[src/tds_ram.sv]
// generic single-port-write, single-port-read ram with registered read
`default_nettype none
module tds_ram #(
   parameter int WIDTH = 32,
   parameter int DEPTH = 64
) (
   input  wire logic                                            clock,
   input  wire logic                                            wr_en,
   input  wire logic [((DEPTH > 1) ? $clog2(DEPTH) : 1)-1:0]   wr_addr,
   input  wire logic [WIDTH-1:0]                                wr_data,
   input  wire logic [((DEPTH > 1) ? $clog2(DEPTH) : 1)-1:0]   rd_addr,
   output logic      [WIDTH-1:0]                                rd_data
);
   logic [WIDTH-1:0] mem_ff [DEPTH];

   always_ff @(posedge clock) begin
      if (wr_en) begin
         mem_ff[wr_addr] <= wr_data;
      end
      rd_data <= mem_ff[rd_addr];
   end
endmodule
`default_nettype wire

[config.mk]
export PLATFORM = sky130hd
export DESIGN_NAME = tds_ram
export DESIGN_NICKNAME = d
export VERILOG_FILES = /design/src/tds_ram.sv
export SDC_FILE = /design/constraint.sdc
export NUM_CORES = 2
export LEC_CHECK = 0
export BUFFER_PORTS_ARGS = -buffer_cell sky130_fd_sc_hd__buf_4
export CORE_MARGIN = 2
export CORE_UTILIZATION = 30
export DETAILED_ROUTE_END_ITERATION = 8
export GPL_ROUTABILITY_DRIVEN = 0
export PLACE_DENSITY = 0.49
export SLEW_MARGIN = 20
export SYNTH_ARGS = -nofsm -noshare
export SYNTH_HDL_FRONTEND = slang
export SYNTH_SLANG_ARGS = --single-unit
[constraint.sdc]
create_clock -name clock -period 12.6 [get_ports clock]
set_clock_uncertainty 0.2 [all_clocks]
set_input_delay 3.78 -clock clock [delete_from_list [all_inputs] [get_ports clock]]
set_output_delay 3.78 -clock clock [all_outputs]
set_load 0.02 [all_outputs]
## After elaboration in Yosys (flattened, before gate mapping)

Memories as Yosys holds them, arrays and structs flattened. A register that Yosys moved wholly into a read port is not among the register bits.
Cells that the tools add are included.

- Bits in registers: 0
- Bits in latches: 0
- Memory bits (writable): 2048
- ROM bits: 0
- Bits of input ports: 46
- Output and inout bits: 32
- Word-level logic and storage cells: 3
- Memories: 1

- Add/subtract/negate cells: 0
- $mul: 0
- Divide/modulo/power cells: 0
- Magnitude comparators: 0
- Equality and inequality tests: 0
- Shift operators: 0
- Muxes and demuxes: 2
- Bitwise logic cells: 0
- Reductions and logical operators: 0

Memories:

| name | depth | width | read ports | clocked after Yosys merged registers in | wr ports | line | RTL |
|---|---|---|---|---|---|---|---|
| mem_ff | 64 | 32 | 1 | 1 | 1 | 14 | `logic [WIDTH-1:0] mem_ff [DEPTH];` |

Operators with widths:

| cell | count |
|---|---|
| 1-bit two-way mux | 2 |

## Logic depth before layout (Yosys ltp)

- Depth in word-level cells: 2
- Depth in mapped cells: 10
- Gate-level depth less buffers: 5

## Worst setup path after synthesis

No wires, ideal clock.

- Path type: input-to-reg
- From: in wr_addr[3] in the netlist's numbering
- To: mem mem_ff[48][0], enable pin
- Setup time: 461 ps
- Arrival time: 6479 ps
- Data required time: 11939 ps
- Setup slack: 5460 ps
- Cell stages on the path: 4
- Path buffers: 1
- Path through: clkbuf_1 -> nor2b_1 -> nand4b_1 -> nor3_1

RTL lines:

| element | line | RTL |
|---|---|---|
| from (decl) | 9 | `input wire logic [((DEPTH > 1) ? $clog2(DEPTH) : 1)-1:0] wr_addr,` |
| to (decl) | 14 |  |

No word-level cell before the write port.

==> impl_metrics.toml <==
[floorplan]
die_h_um = 516
design.core.area_um2 = 260000
floorplan.die_area_um2 = 266000
ios = 78
start_util_pct = 30.2
fp.dieW_um = 516
placementRows = 187

[detailed_routing]
detailedRoute.firstPassIterationCount = 5
drc_errors = 0
postRouteAntennaNets = 0
routedWlPerCell_um = 30.2
vias_per_cell = 5.05
drt_iter0_markers = 3938
drt_wl_total_um = 218000
vias = 36500

[worst_setup_path]
crit_required_ps = 13090
worst_setup_path_type = "input pin to flip-flop"
timing.critical_path.to_type = "flip-flop"
timing.critical_path.fanout_max = 39
worst_ep_arrival_time_ps = 7300
worstSetupStartpointType = "input pin"

[sta]
grt_setup_unrepaired = "false"
fmax_mhz = 147
timing.hold.ws_ps = 558
fin_ws_ps = 5790
max_slew_margin_pct = 21.0
worst_pin_slew_ps = 1190
report.final.setup_viol = 0
finalWorstPathRequiredPeriod_ps = 6810
total_negative_setup_slack_ps = 0
fin_crit_sh_pct = 54.1
timing_hold_violations_final = 0
slew_violations = 0

[power]
vdd_ir_drop_max_v = 0.000114
power.internal_w = 0.0114
design_power_total_w = 0.0145
switching_share_pct = 21.6
clkPwrFrac_pct = 42.0
power_density_nw_per_um2 = 160
switchingPower_w = 0.00313
combinationalPowerShare_pct = 4.9
leak_pwr_nw = 27.5
seq_power_share_pct = 53.1

[final_layout]
ff_latch_area_um2 = 62100
final.fill_count = 23900
multi_input_area_um2 = 16000
layout-drive-gt1-share_pct = 28.9
finish.net_count = 3578
syn_to_layout_area_delta_pct = 15.4
final_cells = 7212

[run]
max_cap_viols = 0

[global_routing]
globalRouteMet1Util_pct = 22.4
grt_pass1_vias = 37500
track_usage_pct = 16.3
busiest_layer_in_global_routing = "met2"
grt_start_max_net_pins = 97
use_met3_pct = 2.62
use_met2_pct = 26.8
antenna_found_initial = 13
grt_first_pass_wirelength_um = 303000
grt_remaining_overflow = 0

[clocking]
clock_tree_root_driver_cell = "clkbuf_16"
insertion_delay_ps = 850
cts_resized = 0
setup_bufs_post_cts = 0
clock_tree.buffer_depth = 3
clkSinkCount = 2080
cts_hold_repair.buffers = 0
tritoncts = "yes"
cts_htree_levels = 4
cts_buffers = 214
path_clk_slew_ps = 60

[yosys]
gate_count_of_the_mapped_netlist = 3324
dominantRegCellSynth = "edfxtp_1"
synthesized_area_per_cell_um2 = 23.6
synth_enable_flop_cells = 2048
ys_warn_count = 0
number_of_synthesized_register_bits = 2080
synth.net_count = 3370
synth.yosys.seq_area_share_pct = 79.1
async_flop_share_pct = 0
syn-cell-area_um2 = 78500
post_synth_num_cell_types = 34

[worst_hold_path]
min-delay-path-class = "flip-flop to flip-flop"

[place]
place_worst_setup_slack_ps = 4840
detailed_place_hpwl_um = 114000
post-place-cells = 6812
io_buffers = 77

[status]
status = "finished clean"
==> cells by family after synthesis <==
logic type / Yosys count / synth area share, %
flip-flops: 2080 / 79.1
multiplexers: 637 / 16.8
AND/OR/NAND/NOR: 223 / 1.27
AO/OA/AOI/OAI: 202 / 1.67
buffers and inverters: 182 / 1.13
==> placed cells by master, fill, tap and decap left out, types with 4 or more instances in the layout <==
master / n
a21oi_1: 62
a22oi_1: 12
a311oi_1: 8
a41o_1: 4
and3_1: 4
buf_12: 7
buf_4: 163
bufinv_16: 9
clkbuf_1: 74
clkbuf_16: 216
clkbuf_8: 17
clkinv_1: 35
clkinv_2: 24
clkinv_8: 4
clkinvlp_4: 4
dfxtp_1: 32
diode_2: 6
edfxtp_1: 2048
inv_6: 4
mux2i_1: 93
mux4_2: 544
nand2_1: 26
nand2b_1: 5
nand3_1: 5
nand3b_1: 5
nor2_1: 75
nor2_4: 62
nor2b_1: 15
nor3_1: 5
o221ai_1: 27
o22ai_1: 84
o32ai_1: 4
==> cells in the mapped netlist, types with 5 or more instances <==
cell / count / area [um^2]
buf_2: 57 / 285
a21oi_1: 62 / 310
nand3_1: 5 / 25.0
a22oi_1: 12 / 90.1
buf_4: 25 / 188
nor3_1: 7 / 35.0
buf_1: 21 / 78.8
mux2i_1: 93 / 931
nand2b_1: 8 / 50.1
nand3b_1: 5 / 37.5
mux4_2: 544 / 12300
nand2_1: 26 / 97.6
nor2_1: 137 / 514
edfxtp_1: 2048 / 61500
o22ai_1: 84 / 526
a311oi_1: 8 / 70.1
o221ai_1: 27 / 236
nor2b_1: 15 / 93.8
clkbuf_1: 74 / 278
buf_6: 5 / 56.3
dfxtp_1: 32 / 641
==> critical path: stages <==
cell,delay (ps)
buf_6,390
buf_4,720
nand2_1,900
o22ai_1,450
nor2_1,80
a21oi_1,710
nor2_1,110
==> final timing paths <==
check / from / end / slack [ps] / depth (start not counted)
setup reg to reg: mem_ff[15][3]$_DFFE_PP_ / rd_data[3]$_DFF_P_ / 10120 / 5
hold / removal: mem_ff[29][8]$_DFFE_PP_ / rd_data[8]$_DFF_P_ / 560 / 4
hold reg to reg: mem_ff[29][8]$_DFFE_PP_ / rd_data[8]$_DFF_P_ / 560 / 4
setup / recovery: rd_addr[3] / rd_data[11]$_DFF_P_ / 5790 / 7
==> state kept, by name (all words and copies together), names as in the netlist <==
name	cells
rd_data	32
mem_ff	2048
==> layout make-up <==
type / instances / share of cell area (%)
Multi-Input combinational cell: 1062 / 17.6
Clock inverter: 87 / 0.882
Sequential cell: 2080 / 68.6
Clock buffer: 307 / 6.53
Antenna cell: 6 / 0.0166
Tap cell: 3496 / 4.83
Timing Repair Buffer: 174 / 1.57
==> power by group through the flow <==
stage	combinational, W	clock, W	sequential [W]
2_1_floorplan	0.000373	0	0.00784
3_3_place_gp	0.000719	0	0.00785
3_5_place_dp	0.000725	0	0.00785
4_1_cts	0.000726	0.00623	0.00770
5_1_grt	0.000755	0.00651	0.00770
6_report	0.000705	0.00609	0.00770
==> metrics by stage <==
stage	area (um^2)	util, %
finish	90600	34.9
global route	90600	34.9
CTS	90600	34.9
detailed placement	83900	32.3
global placement	83900	32.3
floorplan	78500	-
==> routing by layer <==
layer	vias up	routed length, um
met5	-	10
met4	2	4920
met3	284	11900
met2	1132	107000
met1	20300	94100
li1	14700	-
Note: power is estimated with default switching activity, not from simulation.
