## src/tds_pkg.sv

```systemverilog
// shared constants, types and fixed-point helpers of the tridiagonal solver
`default_nettype none
package tds_pkg;

   localparam int DATA_W    = 32;
   localparam int ROW_W     = 6;
   localparam int MAX_N_DEF = 64;
   localparam int FRAC_DEF  = 16;

   localparam logic signed [DATA_W-1:0] Q_MAX = {1'b0, {(DATA_W-1){1'b1}}};
   localparam logic signed [DATA_W-1:0] Q_MIN = {1'b1, {(DATA_W-1){1'b0}}};

   typedef struct packed {
      logic                     ovf;
      logic signed [DATA_W-1:0] val;
   } sat_type;

   typedef struct packed {
      logic                     done;
      logic                     err;
      logic signed [DATA_W-1:0] quo;
   } div_res_type;

   // full product scaled down by the fraction bits (floor), then saturated
   function automatic sat_type qmul_sat(input logic signed [2*DATA_W-1:0] p,
                                        input int unsigned frac);
      logic signed [2*DATA_W-1:0] s;
      sat_type r;
      s = p >>> frac;
      r.ovf = (s[2*DATA_W-1:DATA_W-1] != {(DATA_W+1){1'b0}}) &&
              (s[2*DATA_W-1:DATA_W-1] != {(DATA_W+1){1'b1}});
      r.val = r.ovf ? (s[2*DATA_W-1] ? Q_MIN : Q_MAX) : s[DATA_W-1:0];
      return r;
   endfunction

   // saturating difference a - b
   function automatic sat_type sub_sat(input logic signed [DATA_W-1:0] a,
                                       input logic signed [DATA_W-1:0] b);
      logic [DATA_W:0] d;
      sat_type r;
      d = {a[DATA_W-1], a} - {b[DATA_W-1], b};
      r.ovf = d[DATA_W] != d[DATA_W-1];
      r.val = r.ovf ? (d[DATA_W] ? Q_MIN : Q_MAX) : d[DATA_W-1:0];
      return r;
   endfunction

endpackage
`default_nettype wire

```

## src/tds_div.sv

```systemverilog
// iterative restoring divider for q = (a << frac) / b, truncating, saturated
`default_nettype none
module tds_div #(
   parameter int FRAC_BITS = tds_pkg::FRAC_DEF
) (
   input  wire logic                                   clock,
   input  wire logic                                   reset,
   input  wire logic                                   start,
   input  wire logic signed [tds_pkg::DATA_W-1:0]      dividend,
   input  wire logic signed [tds_pkg::DATA_W-1:0]      divisor,
   output tds_pkg::div_res_type                        res
);
   localparam int DW = tds_pkg::DATA_W;
   localparam int NW = DW + FRAC_BITS;
   localparam int CW = $clog2(NW + 1);

   logic              run_ff, run_in;
   logic [CW-1:0]     cnt_ff, cnt_in;
   logic [DW-1:0]     rem_ff, rem_in;
   logic [NW-1:0]     quo_ff, quo_in;
   logic [DW-1:0]     bm_ff, bm_in;
   logic              neg_ff, neg_in;
   logic              zero_ff, zero_in;
   logic              aneg_ff, aneg_in;
   logic              anz_ff, anz_in;
   logic              perr_ff, perr_in;
   tds_pkg::div_res_type res_ff, res_in;

   logic [DW-1:0]     am;
   logic [DW:0]       trial;
   logic              ge;
   logic              big;

   always_comb begin
      run_in  = run_ff;
      cnt_in  = cnt_ff;
      rem_in  = rem_ff;
      quo_in  = quo_ff;
      bm_in   = bm_ff;
      neg_in  = neg_ff;
      zero_in = zero_ff;
      aneg_in = aneg_ff;
      anz_in  = anz_ff;
      perr_in = perr_ff;
      res_in  = res_ff;
      res_in.done = 1'b0;
      am    = dividend[DW-1] ? (~dividend + DW'(1)) : dividend;
      trial = {rem_ff, quo_ff[NW-1]};
      ge    = trial >= {1'b0, bm_ff};
      big   = 1'b0;
      if (start) begin
         run_in  = 1'b1;
         cnt_in  = '0;
         rem_in  = '0;
         quo_in  = {am, {FRAC_BITS{1'b0}}};
         bm_in   = divisor[DW-1] ? (~divisor + DW'(1)) : divisor;
         neg_in  = dividend[DW-1] ^ divisor[DW-1];
         zero_in = divisor == '0;
         aneg_in = dividend[DW-1];
         anz_in  = dividend != '0;
         perr_in = divisor[DW-1] | (divisor == '0);
      end else if (run_ff) begin
         if (cnt_ff == CW'(NW)) begin
            run_in      = 1'b0;
            res_in.done = 1'b1;
            if (zero_ff) begin
               res_in.err = perr_ff;
               res_in.quo = aneg_ff ? tds_pkg::Q_MIN :
                            (anz_ff ? tds_pkg::Q_MAX : '0);
            end else begin
               if (neg_ff) begin
                  big = (quo_ff[NW-1:DW] != '0) ||
                        (quo_ff[DW-1] && (quo_ff[DW-2:0] != '0));
               end else begin
                  big = quo_ff[NW-1:DW-1] != '0;
               end
               res_in.err = perr_ff | big;
               if (big) begin
                  res_in.quo = neg_ff ? tds_pkg::Q_MIN : tds_pkg::Q_MAX;
               end else begin
                  res_in.quo = neg_ff ? (~quo_ff[DW-1:0] + DW'(1)) : quo_ff[DW-1:0];
               end
            end
         end else begin
            rem_in = ge ? DW'(trial - {1'b0, bm_ff}) : trial[DW-1:0];
            quo_in = {quo_ff[NW-2:0], ge};
            cnt_in = cnt_ff + CW'(1);
         end
      end
   end

   always_ff @(posedge clock) begin
      if (reset) begin
         run_ff      <= 1'b0;
         res_ff.done <= 1'b0;
      end else begin
         run_ff      <= run_in;
         res_ff.done <= res_in.done;
      end
      cnt_ff     <= cnt_in;
      rem_ff     <= rem_in;
      quo_ff     <= quo_in;
      bm_ff      <= bm_in;
      neg_ff     <= neg_in;
      zero_ff    <= zero_in;
      aneg_ff    <= aneg_in;
      anz_ff     <= anz_in;
      perr_ff    <= perr_in;
      res_ff.err <= res_in.err;
      res_ff.quo <= res_in.quo;
   end

   assign res = res_ff;
endmodule
`default_nettype wire

```

## config.mk

```make
export PLATFORM = sky130hd
export DESIGN_NAME = tds_div
export DESIGN_NICKNAME = d
export VERILOG_FILES = /design/src/tds_pkg.sv /design/src/tds_div.sv
export SDC_FILE = /design/constraint.sdc
export NUM_CORES = 1
export LEC_CHECK = 0
export BUFFER_PORTS_ARGS = -buffer_cell sky130_fd_sc_hd__buf_2
export CAP_MARGIN = 20
export CORE_MARGIN = 2
export CORE_UTILIZATION = 50
export CTS_CLUSTER_SIZE = 24
export DETAILED_ROUTE_END_ITERATION = 7
export PLACE_DENSITY = 0.79
export SETUP_SLACK_MARGIN = 0.05
export SLEW_MARGIN = 20
export SYNTH_ARGS = -nofsm -noshare
export SYNTH_HDL_FRONTEND = slang
export SYNTH_SLANG_ARGS = --single-unit
export TNS_END_PERCENT = 50
```

## constraint.sdc

```tcl
create_clock -name clock -period 10.55 [get_ports clock]
set_clock_uncertainty 0.05 [all_clocks]
set_input_delay 0.5275 -clock clock [delete_from_list [all_inputs] [get_ports clock]]
set_output_delay 0.5275 -clock clock [all_outputs]
set_load 0.03 [all_outputs]
```

Yosys cells after proc, flatten, opt, wreduce, memory -nomap -nowiden
Index checks and enable logic that the tools add are counted.

Bits in registers: 158. Bits in latches: 0. Bits in writable memories: 0. ROM bits: 0. Input bits: 67. Output and inout bits: 34. Word-level logic and storage cells: 65. Memories: 0.

$add $sub $neg: 5. $mul: 0. Divide/modulo/power cells: 0. Magnitude comparators: 1. Equal/unequal tests: 2. Shift operators: 0. Multiplexer cells: 21. Bitwise operators: 9. Reductions and logical operators: 12.

Operators with widths (count): $mux 32 (6); $mux 48 (3); $not 32->32 (3); $add 32x2->32 const B (2); $mux 31 (2); $mux 34 (1); $ge 33x32->1 (1); $mux 33 (1); $add 32x1->32 const B (1); $logic_not 32->1 (1); $reduce_bool 32->1 (1); $sub 32x32->32 (1); $reduce_bool 31->1 (1); $reduce_bool 17->1 (1); $reduce_bool 16->1 (1); $mux 1 (8); $add 6x1->6 const B (1); $eq 6x6->1 const B (1); $reduce_and 2->1 (2); $not 1->1 (3); $reduce_and 3->1 (1); $reduce_or 3->1 (1); $ne 2x2->1 const B (1); $or 1x1->1 (2); other kinds (4) (4).

Logic depth before layout (Yosys ltp)
Gate-level depths: netlist of run 1.

Word-level depth: 11. Gate-level depth with buffers: 13. Gate-level depth less buffers: 11.

Least setup slack after synthesis of run 1
Ideal clock, no wire load.

Path kind: input -> register. Start: input port start. End: register res_ff, in the netlist res[0], enable pin. Library setup time: 0.520 ns. Arrival: 4.233 ns. Required time: 9.980 ns. Slack: 5.747 ns. Cell stages on the path: 2. Buffers on the path: 1. Cell sequence: clkbuf_1 -> nor4b_1.

Cells in the longest elaborated chain, start to end: 2.

RTL lines: start: declaration (RTL line tds_div.sv:8) `input wire logic start,`; $not 1->1 (no source line); $reduce_and 3->1 (no source line); end: declaration (RTL line tds_div.sv:27) `tds_pkg::div_res_type res_ff, res_in;`.

No other way between the ends. A chain may end at the register's enable or synchronous reset.

Worst setup path after layout of run 1
Start: register rem_ff[2]. End: register rem_ff[2].

Cells in the longest elaborated chain, start to end: 2.

RTL lines: start: declaration (RTL line tds_div.sv:19) `logic [DW-1:0] rem_ff, rem_in;`; start signal: assignment (RTL line tds_div.sv:101) `rem_ff <= rem_in;`; $ge 33x32->1 (RTL line tds_div.sv:49) `ge = trial >= {1'b0, bm_ff};`; $mux 32 (RTL line tds_div.sv:85) `rem_in = ge ? DW'(trial - {1'b0, bm_ff}) : trial[DW-1:0];`.

No other way between the ends.

==> results of run 1 <==
## sequential cells by signal (all words and copies together) (netlist names)
name / flops
zero_ff: 1
rem_ff: 32
neg_ff: 1
anz_ff: 1
quo_ff: 48
res: 34
run_ff: 1
perr_ff: 1
aneg_ff: 1
cnt_ff: 6
bm_ff: 32
## kinds of logic after synthesis
family | count (synthesis) | synth area share, %
buffers and inverters | 117 | 4.39
xor gates and xnor gates | 112 | 9.81
AOI/OAI and AO/OA | 317 | 20.4
muxes | 5 | 0.501
DFF | 158 | 41.9
adders and majority gates | 38 | 4.83
and+or+nand+nor | 360 | 18.2
## per-layer routing
| metal | GRT usage [%] | up-vias | share of wire [%] |
|---|---|---|---|
| li1 | - | 4212 | - |
| met1 | 29.4 | 3960 | 45 |
| met2 | 34.5 | 304 | 46 |
| met3 | 4.51 | 58 | 6.0 |
| met4 | 8.73 | 0 | 2.6 |
| met5 | 0 | - | 0 |
## report_power, final
part	internal (mW)	total, mW	switching (mW)
Sequential	0.706	0.736	0.0299
Combinational	0.128	0.318	0.190
Clock	0.397	0.655	0.258
Total	1.23	1.71	0.478
## layout by cell type (no fill, tap or decap), types with 10 or more instances in the layout
| cell type | count |
|---|---|
| ha_1 | 37 |
| edfxtp_1 | 102 |
| o21ai_0 | 104 |
| clkbuf_16 | 18 |
| dfxtp_1 | 56 |
| a21o_1 | 11 |
| nor4_1 | 12 |
| nand3_1 | 29 |
| or3_1 | 19 |
| nor3_1 | 20 |
| nand4_1 | 12 |
| nand2_1 | 134 |
| xor2_1 | 43 |
| nand2b_1 | 10 |
| or4_1 | 17 |
| o41ai_1 | 15 |
| a311oi_1 | 16 |
| o31ai_1 | 33 |
| a21oi_1 | 59 |
| inv_1 | 53 |
| buf_2 | 99 |
| a22o_1 | 14 |
| o211ai_1 | 11 |
| nor2_1 | 56 |
| xnor2_1 | 69 |
## cell type report
class	count	share of cell area, %
multi-input cells	832	47.8
flip-flops and latches	158	37.0
repair buffers	108	4.98
clock buffers	22	4.21
well taps	265	2.93
inverters	53	1.76
clock inverters	10	1.33
## metrics by stage
stage / instances / hold slack [ps] / setup WS (ps) / instance area, sq um / util (%)
2_1_floorplan: 1107 / 396 / 5750 / 9990 / -
3_3_place_gp: 1416 / 417 / 6920 / 10700 / 54.7
3_5_place_dp: 1416 / 418 / 6890 / 10700 / 54.7
4_1_cts: 1448 / 255 / 6790 / 11300 / 57.9
5_1_grt: 1448 / 257 / 6480 / 11300 / 57.9
6_report: 1448 / 267 / 6790 / 11300 / 57.9
## how the worst min path moves through the flow
stage / from / to / slack (ps) / cells after the start
final: reset / run_ff$_SDFF_PP0_ / 270 / 2
after global routing: reset / run_ff$_SDFF_PP0_ / 260 / 2
after CTS: reset / run_ff$_SDFF_PP0_ / 250 / 2
after detailed placement: rem_ff[8]$_SDFFE_PP0P_ / rem_ff[8]$_SDFFE_PP0P_ / 420 / 2
after global placement: rem_ff[8]$_SDFFE_PP0P_ / rem_ff[8]$_SDFFE_PP0P_ / 420 / 2
after floorplan: rem_ff[19]$_SDFFE_PP0P_ / rem_ff[19]$_SDFFE_PP0P_ / 400 / 2
==> reports/metrics.yaml, run 1 <==
outcome:
  status: "complete, no violations"
clocking:
  post_cts_resized: 0
  cts_buffers: 17
  cts.sink_count: 158
  clk_latency_ps: 440
  htree_levels: 4
  clk_pin_slew_ps: 70
  post_cts_buffers: 0
  hold_buffers: 0
  clockBufferDepth: 2
  cts_tree: "yes"
  root_buffer: "clkbuf_16"
setup_path:
  worstPathMaxFanout: 21
  slowest_delay_ps: 670
  crit_type: "reg -> reg"
  cp_num_buf_inv: 0
  worstRegToRegCells: 9
  crit_family: "compound AO/OA/AOI/OAI gates"
  endpoint_kind: "flip-flop"
  crit_end: "rem_ff[2]$_SDFFE_PP0P_"
  crit_cells: 9
  cp-start-kind: "flip-flop"
  path_cells: "ha_1 > nand3_1 > o21bai_1 > a21o_1 > a2111o_1 > a31oi_1 > o21a_1 > nor2_1 > o311ai_0"
  critPathLaunch: "rem_ff[2]$_SDFFE_PP0P_"
  reg2reg_from: "rem_ff[2]$_SDFFE_PP0P_"
  rr_endpoint: "rem_ff[2]$_SDFFE_PP0P_"
  slowest_stage: "o21a_1"
  critPathArrivalTime_ps: 4050
  reg2reg_slack_ps: 6790
  required_ps: 10840
synth:
  yosys.area.top_type: "edfxtp_1"
  synth_area_leaders: "edfxtp_1, dfxtp_1, xnor2_1"
  syn_inst: 1107
  synth_edf_count: 102
  synth-main-ff-cell: "edfxtp_1"
  synth.avg_cell_area_sq_um: 9.03
  yosys.area.top_type_share_pct: 30.6
  yosysWarnings: 0
  ys_seq_area_share_pct: 41.9
  synthArstFlopShare_pct: 0
  synth_nets: 1212
  syn-cell-area_sq_um: 9990
  synth_seq_cells: 158
  yosysMostFrequentCell: "nand2_1"
  synth_common_cells: "nand2_1, o21ai_0, edfxtp_1"
  synth_cell_types: 63
timing:
  rsz0062_at_grt: "no"
  final_hold_viol_count: 0
  tns_ps: 0
  finalMaxSlewViolations: 0
  clock.fmax_mhz: 266
  slew-limit-headroom_pct: 24.5
  setup_viol: 0
  period_minus_slack_ps: 3760
  period_share_pct: 35.6
  worst_pin_slew_ps: 1130
route:
  wl_microns: 22800
  ant_nets: 0
  vias_per_cell: 5.89
  drc: 0
  wl_per_cell_microns: 15.8
  drt-initial-drc-count: 718
  dr.pass1.iters: 6
  vias: 8534
place:
  gp_congestion: 0.917
  dp_hpwl_microns: 15500
  io_buffers: 100
finish:
  area_delta_synth_final_pct: 13.1
  multi_input_area_sq_um: 5400
  antenna_cells: 0
  register_area_sq_um: 4180
  fill_cells: 1711
  drive_above_1_share_pct: 13.4
  fin_nets: 1275
floorplanning:
  rows: 51
  core_area_sq_um: 19500
  initial_utilization_pct: 51.2
  io_pins: 101
  die_w_microns: 145
  dieArea_sq_um: 21100
  die_y_microns: 145
power_and_ir_drop:
  powerDensity_nw_per_um2: 151
  leakage_nw: 4.31
  finalPower_mw: 1.71
  max-vdd-ir-drop_uv: 122
global_routing:
  antenna_found_initial: 0
  grt_max_degree: 95
  grt_pass1_vias: 7915
  grt_pass1_wl_microns: 38600
  track_usage_pct: 21.8
  gr-total-overflow: 0
flow_run:
  drv_cap: 0
min_path:
  holdCritPathClass: "in -> reg"
Power figures use the tool's default switching activity.
==> inputs of run 2 (changes only) <==
Settings changed: PLACE_DENSITY 0.79 to 0.82.
Clock period 10.55 ns to 3.25 ns, I/O delays scaled along.
==> reports/metrics.yaml, run 2 (same netlist as run 1, synthesis figures left out) <==
clocking:
  cts.sink_count: 158  # unchanged
  clk_pin_slew_ps: 70  # about the same
  post_cts_buffers: 0  # unchanged
  cts_buffers: 17  # unchanged
  clockBufferDepth: 2  # unchanged
  clk_latency_ps: 430  # was 440 ps
  root_buffer: "clkbuf_16"  # unchanged
  htree_levels: 4  # unchanged
  cts_tree: "yes"  # unchanged
floorplanning:
  rows: 51  # unchanged
  initial_utilization_pct: 51.2  # unchanged
  die_w_microns: 145  # unchanged
  io_pins: 101  # unchanged
  dieArea_sq_um: 21100  # unchanged
  core_area_sq_um: 19500  # unchanged
  die_y_microns: 145  # unchanged
finish:
  antenna_cells: 0  # unchanged
  drive_above_1_share_pct: 15.8  # was 13.4%
  largest_reg_flops: 48  # unchanged
  largest_register: "quo_ff"  # unchanged
  multi_input_area_sq_um: 5510  # was 5400 sq um
  fin_nets: 1304  # was 1275
  fill_cells: 1621  # was 1711
  final_common_cell: "nand2_1"  # unchanged
  register_area_sq_um: 4180  # unchanged
  final_cell_mix: "nand2_1, edfxtp_1, buf_2"  # was nand2_1, o21ai_0, edfxtp_1
  area_delta_synth_final_pct: 16.3  # was 13.1%
setup_path:
  slowest_stage: "or4_4"  # was o21a_1
  critPathArrivalTime_ps: 3250  # was 4050 ps
  cp_num_buf_inv: 1  # was 0
  cp-start-kind: "flip-flop"  # unchanged
  worstPathMaxFanout: 5  # was 21
  path_cells: "inv_1 > ha_1 > or3b_4 > or4_4 > nand2b_4 > or3_4 > or3_4 > o31ai_4 > xor2_1 > o21ai_1"  # was ha_1 > nand3_1 > o21bai_1 > a21o_1 > a2111o_1 > a31oi_1 > o21a_1 > nor2_1 > o311ai_0
  slowest_delay_ps: 520  # was 670 ps
  crit_type: "reg -> reg"  # unchanged
  path_common_cell: "or3_4"
  required_ps: 3370  # was 10840 ps
  endpoint_kind: "flip-flop"  # unchanged
  crit_family: "simple AND/OR/NAND/NOR gates"  # was compound AO/OA/AOI/OAI gates
timing:
  tns_ps: 0  # unchanged
  final_hold_viol_count: 0  # unchanged
  slew-limit-headroom_pct: 26.3  # was 24.5%
  finalMaxSlewViolations: 0  # unchanged
  rsz0062_at_grt: "yes"  # was no
  worst_pin_slew_ps: 1110  # was 1130 ps
  period_minus_slack_ps: 3120  # was 3760 ps
  period_share_pct: 96.2  # was 35.6%
  clock.fmax_mhz: 320  # was 266 MHz
  setup_viol: 0  # unchanged
power_and_ir_drop:
  clkPwrFrac_pct: 36.0  # was 38.3%
  leakage_nw: 4.44  # was 4.31 nW
  powerDensity_nw_per_um2: 468  # was 151 nW/um^2
  seq_power_share_pct: 44.0  # was 43.1%
  p_sw_mw: 1.58  # was 0.478 mW
  p_sw_share_pct: 28.9  # was 28.0%
  p_int_mw: 3.87  # was 1.23 mW
  max-vdd-ir-drop_uv: 438  # was 122 uV
  finalPower_mw: 5.44  # was 1.71 mW
  combPwrFrac_pct: 20.0  # was 18.6%
route:
  ant_nets: 0  # unchanged
  vias_per_cell: 5.92  # was 5.89
  wl_microns: 23900  # was 22800 microns
  wl_per_cell_microns: 16.2  # was 15.8 microns
  drt-initial-drc-count: 773  # was 718
  dr.pass1.iters: 8  # was 6
  drc: 0  # unchanged
  vias: 8751  # was 8534
outcome:
  status: "complete, no violations"  # unchanged
global_routing:
  gr-total-overflow: 0  # unchanged
  track_usage_pct: 22.1  # was 21.8%
  grt_max_degree: 61  # was 95
  grt_pass1_wl_microns: 38800  # was 38600 microns
  antenna_found_initial: 0  # unchanged
  grt_pass1_vias: 8032  # was 7915
place:
  io_buffers: 100  # unchanged
  gp_congestion: 0.953  # was 0.917
  dp_hpwl_microns: 16400  # was 15500 microns
min_path:
  holdCritPathClass: "in -> reg"  # unchanged
flow_run:
  drv_cap: 0  # unchanged
## run 2: stage by stage
stage	util, %	instance area [sq um]	instances	hold WS (ps)	worst slack, ps
after floorplan	-	10000	1107	184	126
after global placement	55.6	10900	1436	338	44.2
after detailed placement	55.6	10900	1436	338	-86.6
after CTS	59.1	11500	1477	0.955	73.8
after global routing	59.5	11600	1477	3.36	7.54
final	59.5	11600	1477	11.5	125
## run 2: routing by layer
layer	wire [microns]	track usage [%]	part of all wire, %	up-vias
met1	10300	28.4	43	4119
met3	1440	3.67	6.0	38
met4	357	6.37	1.5	0
li1	-	-	-	4265
met2	11800	38.5	49	329
met5	0	0	0	-
## run 2: area by class of cell
class	count	area share [%]
clock buffers	19	3.73
clock inverters	13	1.18
inverters	53	1.71
multi-input cells	832	47.4
flip-flops and latches	158	36.0
well taps	265	2.85
repair buffers	137	7.13
## run 2: power groups by stage
stage	logic [mW]	registers, mW	clock network [mW]
after floorplan	0.770	2.39	0
after global placement	0.999	2.42	0
after detailed placement	1.03	2.43	0
after CTS	1.05	2.39	1.98
after global routing	1.20	2.41	2.06
final	1.09	2.40	1.96
## run 2: what timing repair did
action	in CTS	in global routing
resized for setup	5	22
hold endpoints to repair	10	0
endpoints found under the setup margin	31	57
hold buffers	9	0
gates cloned	0	0
pin swaps	0	4
## run 2: path summary, 6_finish.rpt
| check | start | slack (ps) | to | cells past startpoint |
|---|---|---|---|---|
| worst max-delay path | quo_ff[0]$_SDFFE_PP0P_ | 130 | res[28]$_DFFE_PP_ | 10 |
| worst min-delay path | divisor[3] | 10 | bm_ff[3]$_DFFE_PP_ | 2 |
| worst max register to register | quo_ff[0]$_SDFFE_PP0P_ | 130 | res[28]$_DFFE_PP_ | 10 |
| worst min register to register | rem_ff[8]$_SDFFE_PP0P_ | 430 | rem_ff[8]$_SDFFE_PP0P_ | 2 |
## run 2: worst reg2reg max path: stages (launching register included)
cell and delay (ps):
dfxtp_1 320, inv_1 70, ha_1 150, or3b_4 380, or4_4 520, nand2b_4 180, or3_4 370, or3_4 360
o31ai_4 240, xor2_1 160, o21ai_1 70
